<file path="src/rtl/core/lsrci_pkg.sv">
// Shared constants and item types of the lattice site rank / checkerboard index block.
package lsrci_pkg;

  localparam int unsigned NUM_DIMS   = 4;
  localparam int unsigned MAX_EXTENT = 64;
  localparam int unsigned MAX_PARTS  = 4;

  localparam int unsigned COORD_W = 8;
  localparam int unsigned EXT_W   = 7;
  localparam int unsigned PARTS_W = 3;
  localparam int unsigned RANK_W  = 8;
  localparam int unsigned CODE_W  = 8;
  localparam int unsigned INDEX_W = 24;

  localparam int unsigned TABLE_DEPTH = 2 ** CODE_W;

  // configuration register map: extents first, then partition counts
  localparam int unsigned CFG_IDX_W      = 4;
  localparam int unsigned CFG_DATA_W     = 7;
  localparam int unsigned CFG_EXT_BASE   = 0;
  localparam int unsigned CFG_PARTS_BASE = NUM_DIMS;
  localparam int unsigned CFG_REG_COUNT  = 2 * NUM_DIMS;

  typedef enum logic {
    ACT_LOOKUP = 1'b0,
    ACT_LOAD   = 1'b1
  } action_e;

  typedef struct packed {
    logic               action;
    logic [COORD_W-1:0] coord_x;
    logic [COORD_W-1:0] coord_y;
    logic [COORD_W-1:0] coord_z;
    logic [COORD_W-1:0] coord_t;
    logic [CODE_W-1:0]  map_code;
    logic [RANK_W-1:0]  map_rank;
  } site_req_t;

  typedef struct packed {
    logic [RANK_W-1:0]  rank;
    logic [INDEX_W-1:0] site_index;
    logic               range_error;
  } site_res_t;

endpackage

</file>
<file path="src/rtl/core/lattice_site_rank_and_checkerboard_index_top.sv">
// Top level: lattice site to rank and even-odd checkerboard index, with rank table.
//
// Usage:
//   Input items are taken on start_i whenever busy_o is low; busy_o never rises,
//   so one item can be accepted in every clock cycle.
//   A lookup item (action = lookup) yields one result when it leaves the pipeline:
//   res_strobe_o is high for exactly one cycle with res_o valid.
//   A load item (action = load) writes one entry of the rank table and yields no
//   result. Loads and lookups take effect strictly in acceptance order.
//   Throughput is one item per cycle; the latency is set by the four-stage index
//   pipeline (split, two multiply stages, final multiply plus table read) and the
//   output register.
//   The rank table is one synchronous memory of 256 entries; it is read and
//   written in the same pipeline stage, so no forwarding is needed.
//   Configuration: cfg_valid_i with cfg_index_i / cfg_data_i writes one register;
//   cfg_ready_o is always high. Write only while no lookup is in flight.
//   Reset: registers return to extent 4 and one partition per axis, the pipeline
//   empties and every table entry reads as rank 0 (per-entry valid flags clear).
//   The receiver cannot stall: a result is present for its one cycle only.
module lattice_site_rank_and_checkerboard_index_top
  import lsrci_pkg::*;
(
  input  logic                  clk_i,
  input  logic                  rst_ni,
  input  logic                  start_i,
  output logic                  busy_o,
  input  site_req_t             in_i,
  output logic                  res_strobe_o,
  output site_res_t             res_o,
  input  logic                  cfg_valid_i,
  output logic                  cfg_ready_o,
  input  logic [CFG_IDX_W-1:0]  cfg_index_i,
  input  logic [CFG_DATA_W-1:0] cfg_data_i
);

  localparam int unsigned DIM_W   = $clog2(NUM_DIMS);
  localparam int unsigned CMP_W   = EXT_W + PARTS_W;
  // partition number is the count of passed multiples of the extent
  localparam int unsigned NUM_CMP = (2 ** PARTS_W) - 2;
  localparam int unsigned LEX1_W  = 2 * EXT_W;
  localparam int unsigned LEX2_W  = 3 * EXT_W;
  localparam int unsigned LEX_W   = 4 * EXT_W;
  localparam int unsigned CODE1_W = 2 * PARTS_W;
  localparam int unsigned CODE2_W = 3 * PARTS_W;
  localparam int unsigned CODE3_W = 4 * PARTS_W;
  localparam int unsigned EXT_CAP_I   = (MAX_EXTENT > (2 ** EXT_W) - 1) ?
                                        (2 ** EXT_W) - 1 : MAX_EXTENT;
  localparam int unsigned PARTS_CAP_I = (MAX_PARTS > (2 ** PARTS_W) - 1) ?
                                        (2 ** PARTS_W) - 1 : MAX_PARTS;
  localparam logic [EXT_W-1:0]   EXT_CAP   = EXT_W'(EXT_CAP_I);
  localparam logic [PARTS_W-1:0] PARTS_CAP = PARTS_W'(PARTS_CAP_I);

  typedef struct packed {
    logic                               load;
    logic [CODE_W-1:0]                  mcode;
    logic [RANK_W-1:0]                  mrank;
    logic                               err;
    logic                               par;
    logic [NUM_DIMS-1:0][PARTS_W-1:0]   part;
    logic [NUM_DIMS-1:0][EXT_W-1:0]     loc;
  } s1_t;

  typedef struct packed {
    logic               load;
    logic [CODE_W-1:0]  mcode;
    logic [RANK_W-1:0]  mrank;
    logic               err;
    logic               par;
    logic [PARTS_W-1:0] px;
    logic [PARTS_W-1:0] py;
    logic [EXT_W-1:0]   lx;
    logic [EXT_W-1:0]   ly;
    logic [CODE1_W-1:0] code1;
    logic [LEX1_W-1:0]  lex1;
    logic [LEX1_W-1:0]  ns1;
  } s2_t;

  typedef struct packed {
    logic               load;
    logic [CODE_W-1:0]  mcode;
    logic [RANK_W-1:0]  mrank;
    logic               err;
    logic               par;
    logic [PARTS_W-1:0] px;
    logic [EXT_W-1:0]   lx;
    logic [CODE2_W-1:0] code2;
    logic [LEX2_W-1:0]  lex2;
    logic [LEX2_W-1:0]  ns2;
  } s3_t;

  typedef struct packed {
    logic               load;
    logic               err;
    logic               par;
    logic [LEX_W-1:0]   lex;
    logic [LEX_W-1:0]   ns;
  } s4_t;

  // configuration registers and their clamped views
  logic [NUM_DIMS-1:0][EXT_W-1:0]   ext_q;
  logic [NUM_DIMS-1:0][PARTS_W-1:0] parts_q;
  logic [NUM_DIMS-1:0][EXT_W-1:0]   ext_c;
  logic [NUM_DIMS-1:0][PARTS_W-1:0] parts_c;

  logic accept;
  logic v1_q, v2_q, v3_q, v4_q;
  s1_t  s1_d, s1_q;
  s2_t  s2_d, s2_q;
  s3_t  s3_d, s3_q;
  s4_t  s4_d, s4_q;

  logic [CODE3_W-1:0] code3;
  logic [CODE_W-1:0]  rd_addr;
  logic               tbl_wr;

  logic [RANK_W-1:0]      rank_mem [TABLE_DEPTH];
  logic [TABLE_DEPTH-1:0] tbl_vld_q;
  logic [RANK_W-1:0]      rd_data_q;
  logic                   rd_vld_q;

  site_res_t res_d, res_q;
  logic      res_strobe_q;

  // the block never stalls: an item may enter every cycle
  assign busy_o       = 1'b0;
  assign cfg_ready_o  = 1'b1;
  assign accept       = start_i && !busy_o;
  assign res_o        = res_q;
  assign res_strobe_o = res_strobe_q;

  // ---------------------------------------------------------------------------
  // Configuration registers
  // ---------------------------------------------------------------------------
  always_ff @(posedge clk_i or negedge rst_ni) begin
    if (!rst_ni) begin
      for (int d = 0; d < NUM_DIMS; d++) begin
        ext_q[d]   <= EXT_W'(4);
        parts_q[d] <= PARTS_W'(1);
      end
    end else if (cfg_valid_i && cfg_ready_o) begin
      if (cfg_index_i < CFG_IDX_W'(CFG_PARTS_BASE)) begin
        ext_q[DIM_W'(cfg_index_i - CFG_IDX_W'(CFG_EXT_BASE))] <= cfg_data_i[EXT_W-1:0];
      end else if (cfg_index_i < CFG_IDX_W'(CFG_REG_COUNT)) begin
        parts_q[DIM_W'(cfg_index_i - CFG_IDX_W'(CFG_PARTS_BASE))] <= cfg_data_i[PARTS_W-1:0];
      end
    end
  end

  // Treat zero as one and cap at the supported maximum.
  always_comb begin
    for (int d = 0; d < NUM_DIMS; d++) begin
      if (ext_q[d] == '0) begin
        ext_c[d] = EXT_W'(1);
      end else if (ext_q[d] > EXT_CAP) begin
        ext_c[d] = EXT_CAP;
      end else begin
        ext_c[d] = ext_q[d];
      end
      if (parts_q[d] == '0) begin
        parts_c[d] = PARTS_W'(1);
      end else if (parts_q[d] > PARTS_CAP) begin
        parts_c[d] = PARTS_CAP;
      end else begin
        parts_c[d] = parts_q[d];
      end
    end
  end

  // ---------------------------------------------------------------------------
  // Stage 1: split each coordinate into partition and local coordinate.
  // The partition number is small, so count the multiples of the extent that
  // the coordinate reaches instead of dividing.
  // ---------------------------------------------------------------------------
  always_comb begin
    logic [NUM_DIMS-1:0][COORD_W-1:0] coord;
    logic [CMP_W-1:0]                 cw;
    logic [CMP_W-1:0]                 base;
    coord[0] = in_i.coord_x;
    coord[1] = in_i.coord_y;
    coord[2] = in_i.coord_z;
    coord[3] = in_i.coord_t;
    s1_d.load  = (in_i.action == ACT_LOAD);
    s1_d.mcode = in_i.map_code;
    s1_d.mrank = in_i.map_rank;
    s1_d.err   = 1'b0;
    s1_d.par   = 1'b0;
    for (int d = 0; d < NUM_DIMS; d++) begin
      cw = CMP_W'(coord[d]);
      if (cw >= CMP_W'(ext_c[d]) * CMP_W'(parts_c[d])) begin
        s1_d.err = 1'b1;
      end
      s1_d.part[d] = '0;
      for (int k = 1; k <= NUM_CMP; k++) begin
        if (cw >= CMP_W'(k) * CMP_W'(ext_c[d])) begin
          s1_d.part[d] = s1_d.part[d] + PARTS_W'(1);
        end
      end
      base        = CMP_W'(s1_d.part[d]) * CMP_W'(ext_c[d]);
      s1_d.loc[d] = EXT_W'(cw - base);
      // parity of part * ext + loc needs only the low bits
      s1_d.par    = s1_d.par ^ (s1_d.part[d][0] & ext_c[d][0]) ^ s1_d.loc[d][0];
    end
  end

  // ---------------------------------------------------------------------------
  // Stages 2 to 4: Horner chains for the partition code, the lexicographic local
  // index and the local site count, one multiply per stage.
  // ---------------------------------------------------------------------------
  always_comb begin
    s2_d.load  = s1_q.load;
    s2_d.mcode = s1_q.mcode;
    s2_d.mrank = s1_q.mrank;
    s2_d.err   = s1_q.err;
    s2_d.par   = s1_q.par;
    s2_d.px    = s1_q.part[0];
    s2_d.py    = s1_q.part[1];
    s2_d.lx    = s1_q.loc[0];
    s2_d.ly    = s1_q.loc[1];
    s2_d.code1 = CODE1_W'(s1_q.part[2]) + CODE1_W'(parts_c[2]) * CODE1_W'(s1_q.part[3]);
    s2_d.lex1  = LEX1_W'(s1_q.loc[2]) + LEX1_W'(ext_c[2]) * LEX1_W'(s1_q.loc[3]);
    s2_d.ns1   = LEX1_W'(ext_c[0]) * LEX1_W'(ext_c[1]);
  end

  always_comb begin
    s3_d.load  = s2_q.load;
    s3_d.mcode = s2_q.mcode;
    s3_d.mrank = s2_q.mrank;
    s3_d.err   = s2_q.err;
    s3_d.par   = s2_q.par;
    s3_d.px    = s2_q.px;
    s3_d.lx    = s2_q.lx;
    s3_d.code2 = CODE2_W'(s2_q.py) + CODE2_W'(parts_c[1]) * CODE2_W'(s2_q.code1);
    s3_d.lex2  = LEX2_W'(s2_q.ly) + LEX2_W'(ext_c[1]) * LEX2_W'(s2_q.lex1);
    s3_d.ns2   = LEX2_W'(s2_q.ns1) * LEX2_W'(ext_c[2]);
  end

  always_comb begin
    s4_d.load = s3_q.load;
    s4_d.err  = s3_q.err;
    s4_d.par  = s3_q.par;
    s4_d.lex  = LEX_W'(s3_q.lx) + LEX_W'(ext_c[0]) * LEX_W'(s3_q.lex2);
    s4_d.ns   = LEX_W'(s3_q.ns2) * LEX_W'(ext_c[3]);
  end

  // Table port: a load writes here, a lookup reads here, in item order.
  assign code3   = CODE3_W'(s3_q.px) + CODE3_W'(parts_c[0]) * CODE3_W'(s3_q.code2);
  assign rd_addr = code3[CODE_W-1:0];
  assign tbl_wr  = v3_q && s3_q.load;

  // Pipeline control: advance every cycle, drop nothing.
  always_ff @(posedge clk_i or negedge rst_ni) begin
    if (!rst_ni) begin
      v1_q <= 1'b0;
      v2_q <= 1'b0;
      v3_q <= 1'b0;
      v4_q <= 1'b0;
    end else begin
      v1_q <= accept;
      v2_q <= v1_q;
      v3_q <= v2_q;
      v4_q <= v3_q;
    end
  end

  always_ff @(posedge clk_i) begin
    s1_q <= s1_d;
    s2_q <= s2_d;
    s3_q <= s3_d;
    s4_q <= s4_d;
  end

  // ---------------------------------------------------------------------------
  // Rank table memory; per-entry valid flags stand in for the all-zero reset.
  // ---------------------------------------------------------------------------
  always_ff @(posedge clk_i) begin
    if (tbl_wr) begin
      rank_mem[s3_q.mcode] <= s3_q.mrank;
    end
    rd_data_q <= rank_mem[rd_addr];
  end

  always_ff @(posedge clk_i or negedge rst_ni) begin
    if (!rst_ni) begin
      tbl_vld_q <= '0;
      rd_vld_q  <= 1'b0;
    end else begin
      if (tbl_wr) begin
        tbl_vld_q[s3_q.mcode] <= 1'b1;
      end
      rd_vld_q <= tbl_vld_q[rd_addr];
    end
  end

  // ---------------------------------------------------------------------------
  // Stage 5: final index and output register.
  // ---------------------------------------------------------------------------
  always_comb begin
    if (s4_q.err) begin
      res_d.rank        = '0;
      res_d.site_index  = '0;
      res_d.range_error = 1'b1;
    end else begin
      res_d.rank        = rd_vld_q ? rd_data_q : '0;
      res_d.site_index  = INDEX_W'(s4_q.lex >> 1) +
                          (s4_q.par ? INDEX_W'(s4_q.ns >> 1) : INDEX_W'(0));
      res_d.range_error = 1'b0;
    end
  end

  always_ff @(posedge clk_i or negedge rst_ni) begin
    if (!rst_ni) begin
      res_strobe_q <= 1'b0;
    end else begin
      res_strobe_q <= v4_q && !s4_q.load;
    end
  end

  always_ff @(posedge clk_i) begin
    res_q <= res_d;
  end

`ifndef SYNTH
  // every accepted lookup produces its result
  a_lookup_gives_result: assert property (@(posedge clk_i) disable iff (!rst_ni)
      (accept && in_i.action == ACT_LOOKUP) |-> ##5 res_strobe_o)
    else $error("lookup item lost");

  // no result without an accepted lookup in the pipeline
  a_result_has_lookup: assert property (@(posedge clk_i) disable iff (!rst_ni)
      res_strobe_o |-> $past(accept && in_i.action == ACT_LOOKUP, 5))
    else $error("result without a lookup item");

  // an out-of-lattice site reports no rank and no index
  a_error_zeroes: assert property (@(posedge clk_i) disable iff (!rst_ni)
      (res_strobe_o && res_o.range_error) |-> (res_o.rank == '0 && res_o.site_index == '0))
    else $error("range error with nonzero fields");

  // a table write marks its entry valid on the next cycle
  a_write_sets_valid: assert property (@(posedge clk_i) disable iff (!rst_ni)
      tbl_wr |=> tbl_vld_q[$past(s3_q.mcode)])
    else $error("table entry not marked valid after write");
`endif

endmodule
</file>
<file path="config.mk">
export PLATFORM = sky130hd
export DESIGN_NAME = lattice_site_rank_and_checkerboard_index_top
export DESIGN_NICKNAME = d
export VERILOG_FILES = /design/src/rtl/core/lsrci_pkg.sv /design/src/rtl/core/lattice_site_rank_and_checkerboard_index_top.sv
export SDC_FILE = /design/constraint.sdc
export NUM_CORES = 2
export LEC_CHECK = 0
export BUFFER_PORTS_ARGS = -buffer_cell sky130_fd_sc_hd__buf_4
export CAP_MARGIN = 20
export CORE_MARGIN = 3
export CORE_UTILIZATION = 60
export DETAILED_ROUTE_END_ITERATION = 12
export PLACE_DENSITY_LB_ADDON = 0.15
export RECOVER_POWER = 25
export SLEW_MARGIN = 30
export SYNTH_ARGS = -nofsm -noshare
export SYNTH_HDL_FRONTEND = slang
export SYNTH_SLANG_ARGS = --single-unit
</file>
<file path="constraint.sdc">
create_clock -name clk_i -period 17.3 [get_ports clk_i]
set_input_delay 1.73 -clock clk_i [delete_from_list [all_inputs] [get_ports clk_i]]
set_output_delay 1.73 -clock clk_i [all_outputs]
set_load 0.05 [all_outputs]
</file>
==> metrics.md <==
| Metric | Value |
|---|---|
| Status | finished with violations |
| Failing checks | capacitance limit, slew limit |
| Io pins | 100 |
| Fraction of layout cells with a size suffix above 1 | 0.203 |
| First-pass DRT Iterations | 5 |
| Drt drc | 0 |
| Worst hold path class | flip-flop to flip-flop |
| Ys flop type | edfxtp_1 |
| Multi-input gate area | 50300 um2 |
| Total negative slack | 0 ns |
| CORE AREA | 213000 um2 |
| Global route overflow | 0 |
| Worst Path Buf+Inv | 2 |
| Synth cell types | 98 |
| Port bufs | 97 |
| Ranking of synthesized cells by area | edfxtp_1 48%, mux4_2 13%, fa_1 7.0% |
| Clock skew | about 0.074 ns |
| Die height | 470 um |
| Via count | 71.8k |
| Row count | 169 |
| CTS sink count | 2653 |
| Fin. Hold Viols | 0 |
| CP Data Arrival Time | 9.90 ns |
| Initial Utilization | 0.606 |
| Post-Synthesis Cells | 8302 |
| Crit Path Class | flip-flop to flip-flop |
| Most frequent cell after synthesis | edfxtp_1 |
| DR vias/cell | ~6.2 |
| Crit-path max cell delay | between 4 and 5 ns |
| Cell mode on critical path | clkbuf_1 |
| Total Die Area | 221000 um2 |
| Period minus WS final | 10.18 ns |
| Initial antenna violation count | 14 |
| Register area share after synthesis | 0.583 |
| H-tree Lvls | 5 |
| Starting DRT DRC Count | 7449 |
| Synth top area share | 0.477 |
| Worst-Margin Slew | 8.28 ns |
| Post CTS Setup Buffer Count | 0 |
| Mapped cell area | 129000 um2 |
| Top delay family on crit path | buffers and inverters |
| Cts-stage hold buffer count | 0 |
| Worst-path clk slew | 0.06 ns |
| First-pass GRT wire length | 475000 um |
| Worst path slowest cell | clkbuf_1 |
| Syn_area_per_cell | 15.5 um2 |
| Async set-or-reset flop fraction in the synthesized netlist | 0.114 |
| Slew HR | -4.52 |
| Final setup viols | 0 |
| Top cells by count, synth | 2048 x edfxtp_1, 754 x mux4_2, 685 x inv_1, 624 x ha_1, 571 x nand2_1 |
| Pin count of the biggest net entering global routing | 210 |
| Critical path peak fanout | 133 |
| Number of global-route vias before repair | 74.1k |
| Layout area overhead | 10.5% |
| Highest clock rate | 98.2 MHz |
| Post-cts resize count | 0 |
| Root Buffer | clkbuf_16 |
| Req. time, crit path | 17.02 ns |
| Number of flops mapped to enable cells by yosys | 2048 |
| CTS Buf Count | 286 |
| CP endpoint kind | flip-flop |
| Clk buf depth | 4 |
| Total Wirelength | approximately 310000 um |
| Crit start category | flip-flop |
| Fin. max-slew vios | 1629 |
| #FFs+latches synth | 2653 |
| Most area-hungry cell type in the Yosys netlist | edfxtp_1 |
| Unrepaired setup endpoints after global routing | false |
| Routed Antenna Nets | 0 |
| YS warnings | 0 |
| Max cap viols | 21 |
| Die X | 470 um |
| Reg area | 75100 um2 |
| Worst-skew pair later-pin latency | 0.93 ns |
| Crit path cell chain | clkbuf_1 -> clkbuf_1 |
| CTS tree | yes |
| Filler cells | 14.2k |
| Post-DP HPWL | 202000 um |
| Drt wl/cell | 27.2 um |
| Nets | between 9k and 10k |
| Gr usage total | 0.288 |
| Final Cycle Share | 0.589 |
| Routability Congestion | 0.879 |
==> state kept, by name, summed over array words and instances, names as in the netlist <==
name and flops:
ext_q 28, parts_q 12, rank_mem 2048, rd_data_q 8, rd_vld_q 1, res_o 33
res_strobe_o 1, s1_q 59, s2_q 73, s3_q 79, s4_q 51, tbl_vld_q 256
v1_q 1, v2_q 1, v3_q 1, v4_q 1
==> stage by stage <==
stage               cell area, um2  std cells  hold slack [ns]  utilization  worst slack, ns
detailed placement          133000      11000            0.312        0.625             8.31
CTS                         142000      11500            0.306        0.669             8.26
finish                      142000      11500            0.299        0.669             7.12
global placement            133000      11000            0.310        0.625             8.60
global route                142000      11500            0.315        0.669             6.42
floorplan                   129000       8303            0.310            -             8.87
==> worst reg2reg max path, stage by stage, from the launching register on <==
cell and delay [ns]:
dfxtp_1 1.55, clkbuf_1 2.57, clkbuf_1 4.68
==> layout by cell type (no fill, tap or decap), types with 269 or more instances in the layout <==
| master | synthesis | final |
|---|---|---|
| edfxtp_1 | 2048 | 2048 |
| inv_1 | 685 | 685 |
| mux4_2 | 754 | 754 |
| and2_1 | 322 | 313 |
| or2_2 | 269 | 269 |
| dfrtp_1 | 294 | 294 |
| nand2_1 | 571 | 567 |
| nor2_1 | 425 | 404 |
| dfxtp_1 | 303 | 303 |
| fa_1 | 452 | 451 |
| ha_1 | 624 | 622 |
| clkbuf_16 | 0 | 300 |
==> cell families after synthesis <==
family                     after synthesis  share of synthesized area
AOI/OAI and AO/OA                      615                     0.0310
and+or+nand+nor                       1910                     0.0729
adders and majority gates             1080                      0.131
xor gates and xnor gates               235                     0.0168
other                                    2                  0.0000582
DFF                                   2653                      0.583
buffers and inverters                  997                     0.0292
muxes                                  810                      0.136
==> path summary, 6_finish.rpt <==
check | depth (start not counted) | start | slack [ns] | to
worst max-delay path | 2 | s3_q[70] | 7.12 | rank_mem[14][7]
worst min-delay path | 0 | s2_q[72] | 0.30 | s3_q[79]
worst max register to register | 2 | s3_q[70] | 7.12 | rank_mem[14][7]
worst min register to register | 0 | s2_q[72] | 0.30 | s3_q[79]
max in group asynchronous | 4 | rst_ni | 9.18 | tbl_vld_q[15]
min in group asynchronous | 1 | rst_ni | 2.31 | tbl_vld_q[155]
==> metal layers <==
metal  up-vias  GRT usage  routed length (um)
li1      30800          -                   -
met1     37200      0.395              122000
met2      3101      0.463              154000
met3       631     0.0518               24700
met4         4      0.118               13300
met5         -          0                  24
==> final cells by class <==
| cell class | instances | share of cell area |
|---|---|---|
| flip-flops and latches | 2653 | 0.527 |
| multi-input cells | 4653 | 0.353 |
| clock buffers | 400 | 0.0581 |
| well taps | 2821 | 0.0248 |
| inverters | 687 | 0.0181 |
| repair buffers | 205 | 0.0109 |
| clock inverters | 102 | 0.00745 |
| diodes | 11 | 0.000193 |
Power is not shown: default switching activity piles up to over one toggle a cycle in this logic, so the estimate is an artifact.
